File: src/design/acm_ram.sv
`timescale 1ns / 1ps
`default_nettype none
module acm_ram #(
  parameter int WIDTH = 8,
  parameter int DEPTH = 16
) (
  input  wire logic                     clk_i,
  input  wire logic                     we_i,
  input  wire logic [$clog2(DEPTH)-1:0] waddr_i,
  input  wire logic [WIDTH-1:0]         wdata_i,
  input  wire logic [$clog2(DEPTH)-1:0] raddr_i,
  output      logic [WIDTH-1:0]         rdata_o
);

  logic [WIDTH-1:0] mem_q [DEPTH];

  always_ff @(posedge clk_i) begin
    if (we_i) begin
      mem_q[waddr_i] <= wdata_i;
    end
    rdata_o <= mem_q[raddr_i];
  end

endmodule
`default_nettype wire

File: config.mk
export PLATFORM = sky130hd
export DESIGN_NAME = acm_ram
export DESIGN_NICKNAME = d
export VERILOG_FILES = /design/src/design/acm_ram.sv
export SDC_FILE = /design/constraint.sdc
export NUM_CORES = 1
export LEC_CHECK = 0
export BUFFER_PORTS_ARGS = -buffer_cell sky130_fd_sc_hd__buf_2
export CAP_MARGIN = 20
export CORE_UTILIZATION = 60
export DETAILED_ROUTE_END_ITERATION = 12
export PLACE_DENSITY = 0.76
export SLEW_MARGIN = 20
export SYNTH_ARGS = -nofsm -noshare
export SYNTH_HDL_FRONTEND = slang
export SYNTH_SLANG_ARGS = --single-unit
File: constraint.sdc
create_clock -name clk_i -period 2.55 [get_ports clk_i]
set_input_delay 0.51 -clock clk_i [delete_from_list [all_inputs] [get_ports clk_i]]
set_output_delay 0.51 -clock clk_i [all_outputs]
set_load 0.05 [all_outputs]
==> key figures <==
GRT
  • Largest net degree at the start of global routing: 33
  • First-pass GRT wire length: about 14000 um
  • Total GRT Usage: 23.3%
  • Grt total ovfl: 0
  • Initial antenna violation count: 0
  • Vias in the first global route: 2455

Setup path
  • Worst Path Buf+Inv: 1
  • Slowest-stage cell, CP: dfxtp_1
  • Critical path arrival: roughly 1100 ps
  • Crit. End Element: output pin
  • Crit Path Max Fanout: 1
  • Worst path cell trace: buf_2
  • CP Launch Point: rdata_o[7]
  • CP Launch Type: register
  • Critical path type: register to output pin
  • Req. time, crit path: ~2000 ps
  • Delay-heaviest family, CP: flip-flops
  • Worst r2r src: mem_q[1][2]
  • Slowest stage delay, CP: between 300 and 400 ps

Clock tree
  • Worst-path clk slew: 60 ps
  • Root buf cell: clkbuf_8
  • TritonCTS clock tree: done
  • Postcts setup bufs: 0
  • Max H-tree Level: 4
  • Hold_buf cts: 0
  • Total CTS buffers: 17
  • Post-CTS sizing: 0
  • Clk Latency, worst-skew pair: about 510 ps
  • Clock Path Buffers: 2
  • Clk sink count: 136

Floorplanning
  • Core area: just over 8000 um2
  • Chip width: 94.6 um
  • # rows: 33
  • Die Height: about 95 um
  • Initial Utilization: around 62%
  • IO Pins: 26
  • Die area: 8950 um2

Drt
  • DR vias/cell: ~6
  • DR WL/cell: about 23 um
  • # DRC: 0
  • Initial drt markers: 230
  • Detail Route Antenna Nets: 0
  • Via count: about 2400
  • Routed WL: about 9000 um
  • Drt pass-1 iters: 6

Placed design
  • Hpwl dp: between 5000 and 6000 um
  • Placed Instances: between 300 and 400
  • RD Place Congestion: between 0.7 and 0.8
  • PortBufs: 25

Timing
  • Final Skew: 11.9 ps
  • Worst-margin pin slew: between 600 and 700 ps
  • RSZ-0062 raised after global routing: false
  • Final setup vio count: 0
  • Minimum clock period: approximately 1700 ps
  • Fmax: 0.604 GHz
  • Fin. Hold Viols: 0
  • Final Cycle Share: ~65%
  • Rel. slew slack: a little over half
  • Final setup TNS: 0 ps
  • Pins over their slew limit: 0

Synth
  • EDFF count, synth: about 130
  • Synth unique cells: 19
  • Cell Area, Synth: 5150 um2
  • Synthesis-stage register bit count: roughly 140
  • Post-synth ARST share: 0%
  • Post-synthesis net count: 247
  • Most used DFF post-synth: edfxtp_1
  • Syn Area/Cell: around 22 um2
  • Synth Instances: about 230
  • Sequential fraction of the synthesis area: 77.8%
  • Ys Warns: 0

Run
  • # Max-Cap Violations: 0

Power and ir drop
  • PD cells: about 840 nW/um2
  • Leakage: around 2.1 nW
  • Total power: approximately 5.1 mW
  • Max VDD drop: approximately 470 uV

Cells and area
  • Ant diodes: 0
  • Final cell count without fillers: approximately 400
  • Total Nets Final: around 300
  • Most frequent cells in the layout: edfxtp_1 (128), buf_2 (25), mux4_2 (18)
  • Syn-to-layout area delta: 17.5%
  • Commonest non-fill, non-tap cell in the layout: edfxtp_1
  • Share of layout cells above drive strength 1: between 30% and 40%

Status
  • Status: complete, no violations

Hold path
  • Hold WC Path Type: input pin to register
  • Hold Path Origin: wdata_i[6]
-- path summary, 6_finish.rpt --
check                end  slack [ps]  depth (start not counted)
max           rdata_o[7]         900                          1
min          mem_q[6][6]         380                          1
max reg2reg   rdata_o[2]        1150                          3
min reg2reg   rdata_o[1]         680                          3
-- sequential cells by signal (all words and copies together) (netlist names) --
signal   count
rdata_o      8
mem_q      128
-- area by class of cell --
type                            count  area [um2]
Sequential cell                   136        4000
Tap cell                          105         131
Clock buffer                       17         414
Fill cell                         481        2210
Clock inverter                     15         154
Timing Repair Buffer               43         285
Multi-Input combinational cell     83        1060
-- report_power, final --
| group | total (mW) | leakage, nW | internal, mW | switching (mW) |
|---|---|---|---|---|
| clock network | 2.27 | 0.270 | 1.39 | 0.884 |
| logic | 0.277 | 0.575 | 0.0998 | 0.177 |
| registers | 2.51 | 1.22 | 2.50 | 0.0135 |
| total | 5.06 | 2.07 | 3.99 | 1.07 |
-- cells in the mapped netlist, types with 2 or more instances --
| cell type | n | share of area [%] |
|---|---|---|
| edfxtp_1 | 128 | 75 |
| mux4_2 | 18 | 7.9 |
| a22oi_1 | 16 | 2.3 |
| mux4_1 | 14 | 7.1 |
| nor2_1 | 13 | 0.95 |
| nand2_1 | 9 | 0.66 |
| dfxtp_1 | 8 | 3.1 |
| nor3_1 | 4 | 0.39 |
| buf_2 | 3 | 0.29 |
| buf_6 | 3 | 0.66 |
| clkdlybuf4s25_2 | 3 | 0.58 |
| nand2b_1 | 2 | 0.24 |
| nand3b_1 | 2 | 0.29 |
-- logic make-up (layout without fill, tap and decap cells) --
group / count (synthesis) / after routing / share of synthesized area (%)
DFF: 136 / 136 / 77.8
muxes: 32 / 32 / 15.0
and+or+nand+nor: 35 / 35 / 3.18
buffers and inverters: 10 / 75 / 1.68
AOI/OAI and AO/OA: 16 / 16 / 2.33
-- per-layer routing --
layer | global-route usage, % | vias to the layer above | share of wire, % | routed length, um
li1 | - | 1082 | - | -
met3 | 5.80 | 9 | 6.2 | 563
met1 | 32.8 | 1221 | 42 | 3770
met2 | 35.9 | 83 | 51 | 4650
met5 | 0 | - | 0 | 0
met4 | 9.09 | 0 | 1.1 | 97
-- per-stage QoR --
stage	utilization, %	hold WS [ps]	setup WS [ps]	area [um2]
final	73.2	383	896	6050
after global routing	73.2	378	849	6050
after floorplan	-	609	547	5150
after CTS	73.2	359	847	6050
after detailed placement	66.3	666	559	5480
after global placement	66.3	648	590	5480
Note: power is estimated with default switching activity, not from simulation.
