File: config.mk
export PLATFORM = sky130hd
export DESIGN_NAME = acm_core_flat
export DESIGN_NICKNAME = d
export VERILOG_FILES = /design/src/design/acm_pkg.sv /design/src/design/acm_if.sv /design/src/design/acm_core.sv /design/src/flat_wrapper.sv
export SDC_FILE = /design/constraint.sdc
export NUM_CORES = 1
export LEC_CHECK = 0
export ABC_AREA = 1
export CAP_MARGIN = 5
export CORE_MARGIN = 4
export CORE_UTILIZATION = 50
export CTS_BUF_LIST = sky130_fd_sc_hd__clkbuf_4
export CTS_CLUSTER_SIZE = 8
export DETAILED_ROUTE_END_ITERATION = 8
export DONT_BUFFER_PORTS = 1
export PLACE_DENSITY = 0.72
export SYNTH_ARGS = -nofsm -noshare
export SYNTH_HDL_FRONTEND = slang
export SYNTH_SLANG_ARGS = --single-unit
File: constraint.sdc
create_clock -name clk_i -period 9.3 [get_ports clk_i]
set_clock_uncertainty 0.15 [all_clocks]
set_input_delay 1.86 -clock clk_i [delete_from_list [all_inputs] [get_ports clk_i]]
set_output_delay 1.86 -clock clk_i [all_outputs]
set_load 0.1 [all_outputs]
File: src/design/acm_pkg.sv
`timescale 1ns / 1ps
`default_nettype none
package acm_pkg;

  localparam int MAX_NODES  = 1024;
  localparam int ALPHABET   = 256;
  localparam int NODE_W     = $clog2(MAX_NODES);
  localparam int CNT_W      = $clog2(MAX_NODES + 1);
  localparam int SYM_W      = $clog2(ALPHABET);
  localparam int GOTO_DEPTH = MAX_NODES * ALPHABET;
  localparam int GOTO_AW    = NODE_W + SYM_W;
  localparam int GOTO_W     = NODE_W + 1;
  localparam int TOTAL_W    = 32;
  localparam int HERE_W     = 10;
  localparam int HERE_MAX   = 1023;

  typedef enum logic [2:0] {
    K_PAT_BYTE = 3'd0,
    K_PAT_END  = 3'd1,
    K_BUILD    = 3'd2,
    K_TEXT     = 3'd3,
    K_NEW_TEXT = 3'd4
  } kind_e;

  typedef enum logic [1:0] {
    ST_OK           = 2'd0,
    ST_FULL         = 2'd1,
    ST_AFTER_BUILD  = 2'd2,
    ST_BEFORE_BUILD = 2'd3
  } status_e;

  typedef enum logic [4:0] {
    S_CLEAR,
    S_IDLE,
    S_DISP,
    S_INS_CHK,
    S_ROOT_RD,
    S_ROOT_CHK,
    S_POP,
    S_POP_W,
    S_FAIL_W,
    S_CH_RD,
    S_CH_CHK,
    S_S_CHK,
    S_SF_W,
    S_T_GCHK,
    S_T_FW,
    S_T_CHAIN,
    S_T_CW,
    S_DONE
  } state_e;

  typedef struct packed {
    logic               we;
    logic [GOTO_AW-1:0] waddr;
    logic [GOTO_W-1:0]  wdata;
    logic [GOTO_AW-1:0] raddr;
  } goto_req_t;

  typedef struct packed {
    logic              we;
    logic [NODE_W-1:0] waddr;
    logic [NODE_W-1:0] wdata;
    logic [NODE_W-1:0] raddr;
  } node_req_t;

  typedef struct packed {
    logic              we;
    logic [NODE_W-1:0] waddr;
    logic              wdata;
    logic [NODE_W-1:0] raddr;
  } flag_req_t;

endpackage
`default_nettype wire

File: src/design/acm_if.sv
`timescale 1ns / 1ps
`default_nettype none
interface acm_req_if;
  logic       valid;
  logic       ready;
  logic [2:0] kind;
  logic [7:0] byte_value;

  modport source (output valid, output kind, output byte_value, input ready);
  modport sink (input valid, input kind, input byte_value, output ready);
endinterface

interface acm_rsp_if;
  logic        valid;
  logic        ready;
  logic [1:0]  status;
  logic [9:0]  matches_here;
  logic [31:0] match_total;
  logic [9:0]  current_node;

  modport source (output valid, output status, output matches_here, output match_total,
                  output current_node, input ready);
  modport sink (input valid, input status, input matches_here, input match_total,
                input current_node, output ready);
endinterface
`default_nettype wire

File: src/design/acm_core.sv
`timescale 1ns / 1ps
`default_nettype none
module acm_core (
  input  wire logic                       clk_i,
  input  wire logic                       rst_ni,
  acm_req_if.sink                         req_i,
  acm_rsp_if.source                       rsp_o,
  output      acm_pkg::goto_req_t         goto_req_o,
  input  wire logic [acm_pkg::GOTO_W-1:0] goto_rd_i,
  output      acm_pkg::node_req_t         fail_req_o,
  input  wire logic [acm_pkg::NODE_W-1:0] fail_rd_i,
  output      acm_pkg::flag_req_t         final_req_o,
  input  wire logic                       final_rd_i,
  output      acm_pkg::node_req_t         queue_req_o,
  input  wire logic [acm_pkg::NODE_W-1:0] queue_rd_i
);

  acm_pkg::state_e state_q, state_d;

  logic [acm_pkg::GOTO_AW-1:0] clr_q, clr_d;
  logic [2:0]                  kind_q, kind_d;
  logic [7:0]                  sym_q, sym_d;
  logic [acm_pkg::CNT_W-1:0]   used_q, used_d;
  logic [acm_pkg::NODE_W-1:0]  insert_q, insert_d;
  logic [acm_pkg::NODE_W-1:0]  search_q, search_d;
  logic [acm_pkg::TOTAL_W-1:0] total_q, total_d;
  logic                        built_q, built_d;
  logic [acm_pkg::SYM_W-1:0]   c_q, c_d;
  logic [acm_pkg::CNT_W-1:0]   head_q, head_d;
  logic [acm_pkg::CNT_W-1:0]   tail_q, tail_d;
  logic [acm_pkg::NODE_W-1:0]  node_q, node_d;
  logic [acm_pkg::NODE_W-1:0]  fnode_q, fnode_d;
  logic [acm_pkg::NODE_W-1:0]  s_q, s_d;
  logic [acm_pkg::NODE_W-1:0]  child_q, child_d;
  logic [acm_pkg::CNT_W-1:0]   guard_q, guard_d;
  logic [acm_pkg::CNT_W-1:0]   cnt_q, cnt_d;
  logic [1:0]                  status_q, status_d;

  logic                        out_valid_q;
  logic [1:0]                  out_status_q;
  logic [acm_pkg::HERE_W-1:0]  out_here_q;
  logic [acm_pkg::TOTAL_W-1:0] out_total_q;
  logic [9:0]                  out_node_q;

  logic                        accept;
  logic                        load;
  logic                        in_alpha;
  logic                        g_valid;
  logic [acm_pkg::NODE_W-1:0]  g_node;
  logic                        guard_max;
  logic                        c_last;
  logic                        clr_low;
  logic [acm_pkg::SYM_W-1:0]   sym_slot;
  logic [acm_pkg::TOTAL_W:0]   sum;

  assign accept    = req_i.valid && req_i.ready;
  assign load      = (state_q == acm_pkg::S_DONE) && (!out_valid_q || rsp_o.ready);
  assign in_alpha  = ({1'b0, sym_q} < 9'(acm_pkg::ALPHABET));
  assign g_valid   = goto_rd_i[acm_pkg::NODE_W];
  assign g_node    = goto_rd_i[acm_pkg::NODE_W-1:0];
  assign guard_max = (guard_q == acm_pkg::CNT_W'(acm_pkg::MAX_NODES));
  assign c_last    = (c_q == acm_pkg::SYM_W'(acm_pkg::ALPHABET - 1));
  assign clr_low   = (clr_q < acm_pkg::GOTO_AW'(acm_pkg::MAX_NODES));
  assign sym_slot  = sym_q[acm_pkg::SYM_W-1:0];
  assign sum       = {1'b0, total_q} + (acm_pkg::TOTAL_W + 1)'(cnt_q);

  // next state
  always_comb begin
    state_d = state_q;
    case (state_q)
      acm_pkg::S_CLEAR: begin
        if (clr_q == '1) state_d = acm_pkg::S_IDLE;
      end
      acm_pkg::S_IDLE: begin
        if (accept) state_d = acm_pkg::S_DISP;
      end
      acm_pkg::S_DISP: begin
        state_d = acm_pkg::S_DONE;
        if (kind_q == acm_pkg::K_PAT_BYTE && !built_q && in_alpha) begin
          state_d = acm_pkg::S_INS_CHK;
        end else if (kind_q == acm_pkg::K_BUILD && !built_q) begin
          state_d = acm_pkg::S_ROOT_RD;
        end else if (kind_q == acm_pkg::K_TEXT && built_q && in_alpha) begin
          state_d = acm_pkg::S_T_GCHK;
        end
      end
      acm_pkg::S_INS_CHK:  state_d = acm_pkg::S_DONE;
      acm_pkg::S_ROOT_RD:  state_d = acm_pkg::S_ROOT_CHK;
      acm_pkg::S_ROOT_CHK: state_d = c_last ? acm_pkg::S_POP : acm_pkg::S_ROOT_RD;
      acm_pkg::S_POP:      state_d = (head_q == tail_q) ? acm_pkg::S_DONE : acm_pkg::S_POP_W;
      acm_pkg::S_POP_W:    state_d = acm_pkg::S_FAIL_W;
      acm_pkg::S_FAIL_W:   state_d = acm_pkg::S_CH_RD;
      acm_pkg::S_CH_RD:    state_d = acm_pkg::S_CH_CHK;
      acm_pkg::S_CH_CHK: begin
        if (g_valid) state_d = acm_pkg::S_S_CHK;
        else state_d = c_last ? acm_pkg::S_POP : acm_pkg::S_CH_RD;
      end
      acm_pkg::S_S_CHK: begin
        if (g_valid || guard_max) state_d = c_last ? acm_pkg::S_POP : acm_pkg::S_CH_RD;
        else state_d = acm_pkg::S_SF_W;
      end
      acm_pkg::S_SF_W: state_d = acm_pkg::S_S_CHK;
      acm_pkg::S_T_GCHK: begin
        state_d = (g_valid || guard_max) ? acm_pkg::S_T_CHAIN : acm_pkg::S_T_FW;
      end
      acm_pkg::S_T_FW: state_d = acm_pkg::S_T_GCHK;
      acm_pkg::S_T_CHAIN: begin
        state_d = (node_q == '0 || guard_max) ? acm_pkg::S_DONE : acm_pkg::S_T_CW;
      end
      acm_pkg::S_T_CW: state_d = acm_pkg::S_T_CHAIN;
      acm_pkg::S_DONE: begin
        if (load) state_d = acm_pkg::S_IDLE;
      end
      default: state_d = acm_pkg::S_CLEAR;
    endcase
  end

  // datapath registers
  always_comb begin
    clr_d    = clr_q;
    kind_d   = kind_q;
    sym_d    = sym_q;
    used_d   = used_q;
    insert_d = insert_q;
    search_d = search_q;
    total_d  = total_q;
    built_d  = built_q;
    c_d      = c_q;
    head_d   = head_q;
    tail_d   = tail_q;
    node_d   = node_q;
    fnode_d  = fnode_q;
    s_d      = s_q;
    child_d  = child_q;
    guard_d  = guard_q;
    cnt_d    = cnt_q;
    status_d = status_q;
    case (state_q)
      acm_pkg::S_CLEAR: clr_d = clr_q + 1'b1;
      acm_pkg::S_IDLE: begin
        if (accept) begin
          kind_d   = req_i.kind;
          sym_d    = req_i.byte_value;
          status_d = acm_pkg::ST_OK;
          cnt_d    = '0;
        end
      end
      acm_pkg::S_DISP: begin
        case (kind_q)
          acm_pkg::K_PAT_BYTE: begin
            if (built_q) status_d = acm_pkg::ST_AFTER_BUILD;
          end
          acm_pkg::K_PAT_END: begin
            if (built_q) status_d = acm_pkg::ST_AFTER_BUILD;
            else insert_d = '0;
          end
          acm_pkg::K_BUILD: begin
            c_d    = '0;
            head_d = '0;
            tail_d = '0;
          end
          acm_pkg::K_TEXT: begin
            if (!built_q) status_d = acm_pkg::ST_BEFORE_BUILD;
            else if (!in_alpha) search_d = '0;
            s_d     = search_q;
            guard_d = '0;
          end
          acm_pkg::K_NEW_TEXT: begin
            search_d = '0;
            total_d  = '0;
          end
          default: ;
        endcase
      end
      acm_pkg::S_INS_CHK: begin
        if (g_valid) begin
          insert_d = g_node;
        end else if (used_q >= acm_pkg::CNT_W'(acm_pkg::MAX_NODES)) begin
          status_d = acm_pkg::ST_FULL;
        end else begin
          insert_d = used_q[acm_pkg::NODE_W-1:0];
          used_d   = used_q + 1'b1;
        end
      end
      acm_pkg::S_ROOT_CHK: begin
        if (g_valid) tail_d = tail_q + 1'b1;
        c_d = c_q + 1'b1;
      end
      acm_pkg::S_POP: begin
        if (head_q == tail_q) built_d = 1'b1;
        else head_d = head_q + 1'b1;
      end
      acm_pkg::S_POP_W: begin
        node_d = queue_rd_i;
        c_d    = '0;
      end
      acm_pkg::S_FAIL_W: fnode_d = fail_rd_i;
      acm_pkg::S_CH_CHK: begin
        if (g_valid) begin
          child_d = g_node;
          s_d     = fnode_q;
          guard_d = '0;
        end else begin
          c_d = c_q + 1'b1;
        end
      end
      acm_pkg::S_S_CHK: begin
        if (g_valid || guard_max) begin
          tail_d = tail_q + 1'b1;
          c_d    = c_q + 1'b1;
        end
      end
      acm_pkg::S_SF_W: begin
        s_d     = fail_rd_i;
        guard_d = guard_q + 1'b1;
      end
      acm_pkg::S_T_GCHK: begin
        if (g_valid || guard_max) begin
          search_d = g_node;
          node_d   = g_node;
          guard_d  = '0;
        end
      end
      acm_pkg::S_T_FW: begin
        s_d     = fail_rd_i;
        guard_d = guard_q + 1'b1;
      end
      acm_pkg::S_T_CHAIN: begin
        if (node_q == '0 || guard_max) begin
          total_d = sum[acm_pkg::TOTAL_W] ? '1 : sum[acm_pkg::TOTAL_W-1:0];
        end
      end
      acm_pkg::S_T_CW: begin
        if (final_rd_i) cnt_d = cnt_q + 1'b1;
        node_d  = fail_rd_i;
        guard_d = guard_q + 1'b1;
      end
      default: ;
    endcase
  end

  // memory requests and handshake
  always_comb begin
    goto_req_o  = '0;
    fail_req_o  = '0;
    final_req_o = '0;
    queue_req_o = '0;
    req_i.ready = (state_q == acm_pkg::S_IDLE);
    case (state_q)
      acm_pkg::S_CLEAR: begin
        goto_req_o.we     = 1'b1;
        goto_req_o.waddr  = clr_q;
        fail_req_o.we     = clr_low;
        fail_req_o.waddr  = clr_q[acm_pkg::NODE_W-1:0];
        final_req_o.we    = clr_low;
        final_req_o.waddr = clr_q[acm_pkg::NODE_W-1:0];
      end
      acm_pkg::S_DISP: begin
        goto_req_o.raddr = (kind_q == acm_pkg::K_TEXT) ? {search_q, sym_slot}
                                                        : {insert_q, sym_slot};
        if (kind_q == acm_pkg::K_PAT_END && !built_q) begin
          final_req_o.we    = 1'b1;
          final_req_o.waddr = insert_q;
          final_req_o.wdata = 1'b1;
        end
      end
      acm_pkg::S_INS_CHK: begin
        if (!g_valid && used_q < acm_pkg::CNT_W'(acm_pkg::MAX_NODES)) begin
          goto_req_o.we    = 1'b1;
          goto_req_o.waddr = {insert_q, sym_slot};
          goto_req_o.wdata = {1'b1, used_q[acm_pkg::NODE_W-1:0]};
        end
      end
      acm_pkg::S_ROOT_RD: goto_req_o.raddr = {acm_pkg::NODE_W'(0), c_q};
      acm_pkg::S_ROOT_CHK: begin
        if (g_valid) begin
          fail_req_o.we     = 1'b1;
          fail_req_o.waddr  = g_node;
          queue_req_o.we    = 1'b1;
          queue_req_o.waddr = tail_q[acm_pkg::NODE_W-1:0];
          queue_req_o.wdata = g_node;
        end else begin
          // missing root transition loops back to the root
          goto_req_o.we    = 1'b1;
          goto_req_o.waddr = {acm_pkg::NODE_W'(0), c_q};
          goto_req_o.wdata = {1'b1, acm_pkg::NODE_W'(0)};
        end
      end
      acm_pkg::S_POP:    queue_req_o.raddr = head_q[acm_pkg::NODE_W-1:0];
      acm_pkg::S_POP_W:  fail_req_o.raddr = queue_rd_i;
      acm_pkg::S_CH_RD:  goto_req_o.raddr = {node_q, c_q};
      acm_pkg::S_CH_CHK: goto_req_o.raddr = {fnode_q, c_q};
      acm_pkg::S_S_CHK: begin
        if (g_valid || guard_max) begin
          fail_req_o.we     = 1'b1;
          fail_req_o.waddr  = child_q;
          fail_req_o.wdata  = g_node;
          queue_req_o.we    = 1'b1;
          queue_req_o.waddr = tail_q[acm_pkg::NODE_W-1:0];
          queue_req_o.wdata = child_q;
        end else begin
          fail_req_o.raddr = s_q;
        end
      end
      acm_pkg::S_SF_W:   goto_req_o.raddr = {fail_rd_i, c_q};
      acm_pkg::S_T_GCHK: fail_req_o.raddr = s_q;
      acm_pkg::S_T_FW:   goto_req_o.raddr = {fail_rd_i, sym_slot};
      acm_pkg::S_T_CHAIN: begin
        fail_req_o.raddr  = node_q;
        final_req_o.raddr = node_q;
      end
      default: ;
    endcase
  end

  always_ff @(posedge clk_i or negedge rst_ni) begin
    if (!rst_ni) begin
      state_q     <= acm_pkg::S_CLEAR;
      clr_q       <= '0;
      used_q      <= acm_pkg::CNT_W'(1);
      insert_q    <= '0;
      search_q    <= '0;
      total_q     <= '0;
      built_q     <= 1'b0;
      c_q         <= '0;
      head_q      <= '0;
      tail_q      <= '0;
      guard_q     <= '0;
      cnt_q       <= '0;
      out_valid_q <= 1'b0;
    end else begin
      state_q  <= state_d;
      clr_q    <= clr_d;
      used_q   <= used_d;
      insert_q <= insert_d;
      search_q <= search_d;
      total_q  <= total_d;
      built_q  <= built_d;
      c_q      <= c_d;
      head_q   <= head_d;
      tail_q   <= tail_d;
      guard_q  <= guard_d;
      cnt_q    <= cnt_d;
      if (load) out_valid_q <= 1'b1;
      else if (rsp_o.ready) out_valid_q <= 1'b0;
    end
  end

  always_ff @(posedge clk_i) begin
    kind_q   <= kind_d;
    sym_q    <= sym_d;
    node_q   <= node_d;
    fnode_q  <= fnode_d;
    s_q      <= s_d;
    child_q  <= child_d;
    status_q <= status_d;
    if (load) begin
      out_status_q <= status_q;
      out_here_q   <= (32'(cnt_q) > 32'(acm_pkg::HERE_MAX)) ? acm_pkg::HERE_W'(acm_pkg::HERE_MAX)
                                                            : acm_pkg::HERE_W'(cnt_q);
      out_total_q  <= total_q;
      out_node_q   <= (kind_q == acm_pkg::K_PAT_BYTE || kind_q == acm_pkg::K_PAT_END)
                      ? 10'(insert_q) : 10'(search_q);
    end
  end

  assign rsp_o.valid        = out_valid_q;
  assign rsp_o.status       = out_status_q;
  assign rsp_o.matches_here = out_here_q;
  assign rsp_o.match_total  = out_total_q;
  assign rsp_o.current_node = out_node_q;

  a_used_range: assert property (@(posedge clk_i) disable iff (!rst_ni)
    used_q != '0 && used_q <= acm_pkg::CNT_W'(acm_pkg::MAX_NODES))
    else $error("node count out of range");

  a_insert_alloc: assert property (@(posedge clk_i) disable iff (!rst_ni)
    acm_pkg::CNT_W'(insert_q) < used_q)
    else $error("insert node not allocated");

  a_built_sticky: assert property (@(posedge clk_i) disable iff (!rst_ni)
    built_q |=> built_q)
    else $error("links built flag dropped");

  a_queue_order: assert property (@(posedge clk_i) disable iff (!rst_ni)
    head_q <= tail_q)
    else $error("bfs queue head passed tail");

endmodule
`default_nettype wire

File: src/flat_wrapper.sv
// flat-port wrapper written by rule: the top's interface ports become plain ports
module acm_core_flat 
  (clk_i, rst_ni, goto_req_o, goto_rd_i, fail_req_o, fail_rd_i, final_req_o, final_rd_i, queue_req_o, queue_rd_i, req_i_valid, req_i_kind, req_i_byte_value, req_i_ready, rsp_o_valid, rsp_o_status, rsp_o_matches_here, rsp_o_match_total, rsp_o_current_node, rsp_o_ready);
  acm_req_if req_i_i ();
  acm_rsp_if rsp_o_i ();
  input  wire logic clk_i;
  input  wire logic rst_ni;
  output      acm_pkg::goto_req_t goto_req_o;
  input  wire logic [acm_pkg::GOTO_W-1:0] goto_rd_i;
  output      acm_pkg::node_req_t fail_req_o;
  input  wire logic [acm_pkg::NODE_W-1:0] fail_rd_i;
  output      acm_pkg::flag_req_t final_req_o;
  input  wire logic final_rd_i;
  output      acm_pkg::node_req_t queue_req_o;
  input  wire logic [acm_pkg::NODE_W-1:0] queue_rd_i;
  input wire logic [$bits(req_i_i.valid)-1:0] req_i_valid;
  input wire logic [$bits(req_i_i.kind)-1:0] req_i_kind;
  input wire logic [$bits(req_i_i.byte_value)-1:0] req_i_byte_value;
  output wire logic [$bits(req_i_i.ready)-1:0] req_i_ready;
  output wire logic [$bits(rsp_o_i.valid)-1:0] rsp_o_valid;
  output wire logic [$bits(rsp_o_i.status)-1:0] rsp_o_status;
  output wire logic [$bits(rsp_o_i.matches_here)-1:0] rsp_o_matches_here;
  output wire logic [$bits(rsp_o_i.match_total)-1:0] rsp_o_match_total;
  output wire logic [$bits(rsp_o_i.current_node)-1:0] rsp_o_current_node;
  input wire logic [$bits(rsp_o_i.ready)-1:0] rsp_o_ready;
  assign req_i_i.valid = req_i_valid;
  assign req_i_i.kind = req_i_kind;
  assign req_i_i.byte_value = req_i_byte_value;
  assign req_i_ready = req_i_i.ready;
  assign rsp_o_valid = rsp_o_i.valid;
  assign rsp_o_status = rsp_o_i.status;
  assign rsp_o_matches_here = rsp_o_i.matches_here;
  assign rsp_o_match_total = rsp_o_i.match_total;
  assign rsp_o_current_node = rsp_o_i.current_node;
  assign rsp_o_i.ready = rsp_o_ready;
  acm_core u_core (.clk_i(clk_i), .rst_ni(rst_ni), .req_i(req_i_i), .rsp_o(rsp_o_i), .goto_req_o(goto_req_o), .goto_rd_i(goto_rd_i), .fail_req_o(fail_req_o), .fail_rd_i(fail_rd_i), .final_req_o(final_req_o), .final_rd_i(final_rd_i), .queue_req_o(queue_req_o), .queue_rd_i(queue_rd_i));
endmodule
==> results by group, run 1 <==
Critical path
  – Startpoint Class: input pin
  – Crit path kind: in -> out
  – CP cell instances: inv_1 -> nand2_1 -> nand2_1 -> nand2_1 -> inv_1 -> nand2_1
  – Critical path's top delay family: simple AND/OR/NAND/NOR gates
  – Arr. time, crit path: 5.43 ns
  – CP endpoint kind: primary output
  – Worst EP required: ~7.3 ns
  – Worst-path maximum fanout: 20
  – Critical path's slowest cell: nand2_1
  – Crit path largest cell delay: 0.99 ns
  – Worst path bufs/invs: 2
  – Most frequent CP cell: nand2_1

Clock tree
  – CTS clock-pin slew for the worst setup and hold paths: around 0.060 ns
  – H-tree depth: 3
  – Post-CTS setup buffer count: 0
  – TritonCTS clock tree: done
  – Clk_lat worst skew: around 0.68 ns
  – Root Buffer Master: clkbuf_4
  – Total CTS buffers: approximately 70
  – Sink Count: roughly 250
  – Post-CTS Hold Buffers: 0
  – Clock buffer depth: 3
  – Cts repair resizes: 0

Floorplan
  – Die span in y: 176 um
  – Initial core utilization: 50.7%
  – Io pins: ~240
  – Row count: slightly above 60
  – Core area: between 0.02 and 0.03 sq mm
  – Die X: roughly 180 um
  – Die area: between 0.03 and 0.04 sq mm

Logic synthesis
  – Asr flop ratio synth: between 50% and 60%
  – Simple-gate share of the synthesized area: between 20 and 30%
  – Synth cell types: about 50
  – Cells after Synth: between 1500 and 2000
  – Post-synthesis compound-gate area fraction: ~9.7%
  – Yosys reg bits: 247
  – Yosys warns: 0
  – Post-synth EDFFs: between 100 and 150
  – Avg Cell Area, Syn: between 7 and 8 sq um
  – Synth Area in XOR/XNOR: between 3 and 4%
  – Largest family of logic cells by synthesized area: simple AND/OR/NAND/NOR gates
  – Mapped cell area: between 0.01 and 0.015 sq mm
  – Most used DFF post-synth: dfrtp_1
  – Seq/Total Area, Yosys: 47.7%
  – Net Count, Synth: roughly 1900
  – Synth Area in Adders: between 1.5 and 2%
  – Mux share of post-synthesis cell area: 0%

Global routing
  – First-pass GRT wire length: around 67 mm
  – Vias in the first global route: 12300
  – Largest net degree at the start of global routing: approximately 140
  – Global route overflow: 0
  – Total track usage: a little over a quarter
  – Initial antenna violation count: 3

Power and ir drop
  – Sw Pwr: 0.475 mW
  – Worst VDD drop: roughly 0.08 mV
  – Pint: between 1.5 and 2 mW
  – Clock group share of total power: between 40% and 50%
  – Sequential share of power: approximately 53%
  – Pwr dens: approximately 130 mW/mm^2
  – Net Sw Frac: 22.3%
  – Total power: about 2.1 mW
  – Leak: roughly 7.5 nW
  – Combinational Power Share: less than 1%

Place
  – Placed Area: 0.0152 sq mm
  – Inst Count DP: around 2100
  – Buffers on Ports: 0
  – Routability cong.: 0.953
  – Dpl hpwl: about 32 mm

Detailed routing
  – WL/cell: 18.5 um
  – Via-to-Cell Ratio: ~5.5
  – DR vias: approximately 13000
  – DRC: 0
  – Drt total wl: between 40 and 50 mm
  – Iteration-0 DRC Markers: between 1000 and 1500
  – Detail Route Antenna Nets: 0
  – Pre-antenna DRT Iters: 5

Timing
  – Worst-Margin Slew: approximately 1.3 ns
  – RSZ-0062 raised after global routing: no
  – # setup viols final: 0
  – Final hold vios: 0
  – Fmax: between 100 and 150 MHz
  – Setup TNS: 0 ns
  – Crit share post-route: 80.0%
  – Slew margin rel.: 13.0%
  – Fin. max-slew vios: 0
  – Min Tclk post-route: around 7.4 ns

Final layout
  – Nets: 1906
  – Finished Layout Cells: ~2300
  – Synth-to-layout area growth: 14.2%
  – Design Area, Final: 0.0161 sq mm
  – Final core utilization: 57.8%
  – Fillers: around 2600
  – Fraction of layout cells with a size suffix above 1: 15.7%

Min path
  – Hold Path Class: reg -> reg

Run
  – Max-cap violation count: 0

Outcome
  – Status: finished, final reports clean
==> power by group through the flow <==
| stage | registers, mW | clock network, mW | logic [mW] |
|---|---|---|---|
| after floorplan | 1.16 | 0 | 0.00693 |
| after global placement | 1.16 | 0 | 0.0109 |
| after detailed placement | 1.16 | 0 | 0.0112 |
| after CTS | 1.14 | 1.01 | 0.0114 |
| after global routing | 1.13 | 1.08 | 0.0127 |
| final | 1.14 | 0.983 | 0.0115 |
==> registers in the layout (all words and copies together), names as in the netlist, 3 cells and up <==
| register | flops |
|---|---|
| u_core.guard_q | 11 |
| u_core.s_q | 10 |
| u_core.cnt_q | 11 |
| u_core.clr_q | 18 |
| u_core.insert_q | 10 |
| u_core.sym_q | 8 |
| u_core.search_q | 10 |
| u_core.rsp_o.matches_here | 10 |
| u_core.head_q | 11 |
| u_core.state_q | 5 |
| u_core.child_q | 10 |
| u_core.rsp_o.current_node | 10 |
| u_core.kind_q | 3 |
| u_core.tail_q | 11 |
| u_core.c_q | 8 |
| u_core.fnode_q | 10 |
| u_core.total_q | 32 |
| u_core.rsp_o.match_total | 32 |
| u_core.node_q | 10 |
| u_core.used_q | 11 |
==> worst reg2reg max path, cell delays in order, from the launching register on <==
cell and delay (ns):
dfrtp_1 0.48, nor2_4 0.18, nand2_2 0.13, nor2_2 0.40
inv_4 0.14, nor2_2 0.90, inv_1 0.63, nand4_1 0.25
nor3_1 0.10
==> layout by cell type, fill, tap and decap left out, types with 3 or more instances in the layout <==
cell type | netlist | routed
edfxtp_1 | 107 | 107
nand2_2 | 8 | 8
or2_2 | 6 | 6
clkinv_1 | 4 | 20
o2111ai_2 | 0 | 9
a22o_1 | 9 | 9
o21ai_2 | 6 | 21
o22ai_1 | 34 | 11
dfrtp_1 | 139 | 139
nand2_1 | 555 | 555
inv_2 | 11 | 16
buf_4 | 1 | 18
inv_1 | 236 | 236
nor2_2 | 5 | 46
clkbuf_4 | 0 | 105
o31ai_1 | 5 | 5
xor2_1 | 44 | 44
a221o_1 | 10 | 10
nor3_1 | 49 | 40
nor2_4 | 6 | 7
nand4_1 | 28 | 28
nor3_2 | 2 | 10
o21bai_1 | 3 | 3
a31oi_1 | 3 | 3
a21oi_1 | 29 | 29
o221ai_2 | 0 | 9
diode_2 | 0 | 3
nor2_1 | 153 | 111
o22ai_2 | 0 | 23
xnor2_1 | 19 | 19
o21ai_0 | 59 | 53
nand3b_1 | 15 | 15
ha_1 | 20 | 20
buf_16 | 0 | 9
nand3_1 | 98 | 98
o21ai_1 | 37 | 28
nor4_1 | 3 | 3
==> final timing paths <==
path / cells past startpoint / end / slack, ns / start
worst min register to register: 0 / u_core.rsp_o.status[1] / 0.27 / u_core.status_q[1]
worst min-delay path: 0 / u_core.rsp_o.status[1] / 0.27 / u_core.status_q[1]
worst max-delay path: 6 / fail_req_o[30] / 1.86 / goto_rd_i[10]
worst max register to register: 8 / u_core.status_q[1] / 5.69 / u_core.state_q[2]
min in group asynchronous: 0 / u_core.tail_q[0] / 0.74 / rst_ni
max in group asynchronous: 0 / u_core.used_q[0] / 8.01 / rst_ni
==> synthesized netlist by cell type, types with 3 or more instances <==
cell type  count  area share (%)
nand2_1      555              15
inv_1        236             6.3
nor2_1       153             4.1
dfrtp_1      139              25
edfxtp_1     107              23
nand3_1       98             3.5
o21ai_0       59             2.1
nor3_1        49             1.7
xor2_1        44             2.7
o21ai_1       37             1.3
o22ai_1       34             1.5
a21oi_1       29             1.0
nand4_1       28             1.2
buf_2         23            0.82
ha_1          20             1.8
xnor2_1       19             1.2
clkbuf_1      16            0.43
nand3b_1      15            0.80
inv_2         11            0.29
o2111ai_1     11            0.68
a221o_1       10            0.71
a22o_1         9            0.56
o221ai_1       9            0.56
nand2_2        8            0.36
nor2_4         6            0.48
o21ai_2        6            0.37
or2_2          6            0.27
nor2_2         5            0.22
o31ai_1        5            0.27
clkinv_1       4            0.11
a31oi_1        3            0.13
nor4_1         3            0.13
o21bai_1       3            0.16
==> final cells by class <==
class                           count  area [sq um]  share of cell area, %
Clock buffer                      105           788                   4.90
Tap cell                          378           473                   2.94
Clock inverter                     22          83.8                  0.522
Antenna cell                        3          7.51                 0.0467
Multi-Input combinational cell   1241          6670                   41.5
Inverter                          252           948                   5.90
Timing Repair Buffer               27           383                   2.38
Sequential cell                   247          6720                   41.8
==> per-layer routing <==
metal  global-route usage [%]  vias to the layer above  wire (um)
li1                         -                     5985          -
met1                     34.2                     5933      17100
met2                     45.8                      530      20200
met3                     5.51                      114       3000
met4                     10.8                        0       1620
met5                        0                        -          0
==> kinds of logic after synthesis <==
group | Yosys count
simple gates | 938
buf+inv | 296
xor+xnor | 63
fa+ha+maj | 21
flops | 247
compound gates | 219
==> per-stage QoR <==
stage               hold slack, ns  setup slack [ns]
finish                       0.266              1.86
global route                 0.293              1.70
CTS                          0.280              1.89
detailed placement           0.273              1.90
global placement             0.276              2.09
floorplan                    0.250              2.16
Note: power is estimated with default switching activity, not from simulation.
==> run 2, diff against run 1 <==
- clock period: 9.3 -> 7.6 ns (I/O delays scaled with it)
==> run 2 against run 1 <==
Compared with the run above:
- power increased by 28%
- non-clock buffer count up 19
- critical path depth up 5
- sequential cell count unchanged
- count of clock-buffer cells in the layout down 4
- critical path type is now reg -> out
- critical endpoint is now fail_req_o[23]
- largest cell class unchanged
==> results by group, run 2 (synthesized netlist as in run 1, its figures left out) <==
Power and ir drop
  – Pwr dens: 167 mW/mm^2
  – Worst VDD drop: 0.132 mV
  – Leak: about 7.6 nW

Min path
  – Hold Path Class: reg -> reg
  – Hold path start: u_core.status_q[1]
  – Worst hold stages: 0

Global routing
  – Vias in the first global route: 12400
  – Initial antenna violation count: 1
  – First-pass GRT wire length: roughly 67 mm
  – Global route overflow: 0
  – Total track usage: between 20% and 30%
  – Largest net degree at the start of global routing: roughly 140

Detailed routing
  – DR vias: about 13000
  – Pre-antenna DRT Iters: 5
  – DRC: 0
  – WL/cell: ~18 um
  – Drt total wl: 41.9 mm
  – Via-to-Cell Ratio: 5.50
  – Detail Route Antenna Nets: 0
  – Iteration-0 DRC Markers: 971

Critical path
  – Worst-path maximum fanout: 20
  – Arr. time, crit path: around 4.1 ns
  – Reg2reg path depth: 5
  – Startpoint Class: flip-flop
  – Crit path kind: reg -> out
  – Critical path origin: u_core.guard_q[0]
  – Worst EP required: just under 6 ns
  – CP Capture Point: fail_req_o[23]
  – Flop2flop setup slack: 4.08 ns
  – RR Endpoint: u_core.s_q[1]
  – Reg2Reg Launch Point: u_core.state_q[4]
  – CP endpoint kind: primary output

Outcome
  – Status: finished, final reports clean

Floorplan
  – Die X: 176 um
  – Io pins: ~240
  – Initial core utilization: 50.7%
  – Die span in y: 176 um
  – Core area: approximately 0.028 sq mm
  – Row count: 61
  – Die area: slightly above 0.03 sq mm

Timing
  – Slew margin rel.: about 14%
  – RSZ-0062 raised after global routing: no
  – Final hold vios: 0
  – Setup TNS: 0 ns
  – Crit share post-route: 75.3%
  – # setup viols final: 0
  – Final Worst Setup Slack: 1.87 ns
  – Worst-Margin Slew: between 1 and 1.5 ns
  – Fin. max-slew vios: 0
  – Min Tclk post-route: 5.73 ns
  – Fmax: ~170 MHz
  – Hold slack: between 0.2 and 0.3 ns

Clock tree
  – Cts repair resizes: 0
  – H-tree depth: 3
  – Root Buffer Master: clkbuf_4
  – Clock buffer depth: 3
  – Post-CTS setup buffer count: 0
  – Total CTS buffers: between 60 and 70
  – CTS clock-pin slew for the worst setup and hold paths: around 0.07 ns
  – Post-CTS Hold Buffers: 0
  – TritonCTS clock tree: done
  – Clk_lat worst skew: roughly 0.7 ns
  – Sink Count: around 250

Final layout
  – Commonest non-fill, non-tap cell in the layout: nand2_1
  – Fraction of layout cells with a size suffix above 1: between 15 and 20%
  – Synth-to-layout area growth: 15.8%
  – Nets: just under 2000
  – Final core utilization: roughly three fifths
  – Finished Layout Cells: between 2000 and 2500
  – Commonest non-fill, non-tap cells in the layout: nand2_1, inv_1, dfrtp_1

Place
  – Pre-CTS setup slack: 1.99 ns
  – Buffers on Ports: 0
  – Routability cong.: about 0.98
  – Inst Count DP: approximately 2200
  – Dpl hpwl: 31.4 mm

Run
  – Max-cap violation count: 0
## run 2: layer usage
metal	part of all wire [%]	GRT usage [%]
met4	4.2	12.0
met3	7.3	5.66
met1	41	34.2
met5	0	0
met2	48	45.1
## run 2: how the worst min path moves through the flow
| stage | end |
|---|---|
| floorplan | u_core.rsp_o.status[0] |
| global placement | u_core.rsp_o.status[1] |
| detailed placement | u_core.rsp_o.status[1] |
| CTS | u_core.rsp_o.status[1] |
| global route | u_core.rsp_o.status[1] |
| finish | u_core.rsp_o.status[1] |
## run 2: power by group
part           total, mW  internal, mW  switching, mW
logic             0.0152       0.00400         0.0112
clock network       1.32         0.721          0.601
registers           1.39          1.39       0.000699
total               2.73          2.11          0.613
## run 2: critical path: stages (launching register included)
cell     delay, ns
dfrtp_1       0.43
inv_1         0.10
ha_1          0.14
inv_1         0.03
nor2_1        0.09
nand4_1       0.18
nand2_1       0.24
nand2_1       0.70
o22ai_2       0.31
buf_4         0.35
inv_1         0.12
nand2_1       0.68
## run 2: cell type report
type	count	area, sq um
clock buffers	101	758
inverters	252	948
well taps	378	473
repair buffers	46	526
fillers	2532	11500
diodes	1	2.50
flip-flops and latches	247	6720
multi-input cells	1241	6670
clock inverters	27	203
## run 2: metrics by stage
step | cell area (sq um) | power [mW]
floorplan | 14100 | 1.42
global placement | 15300 | 1.43
detailed placement | 15300 | 1.43
CTS | 16300 | 2.76
global route | 16300 | 2.84
finish | 16300 | 2.73
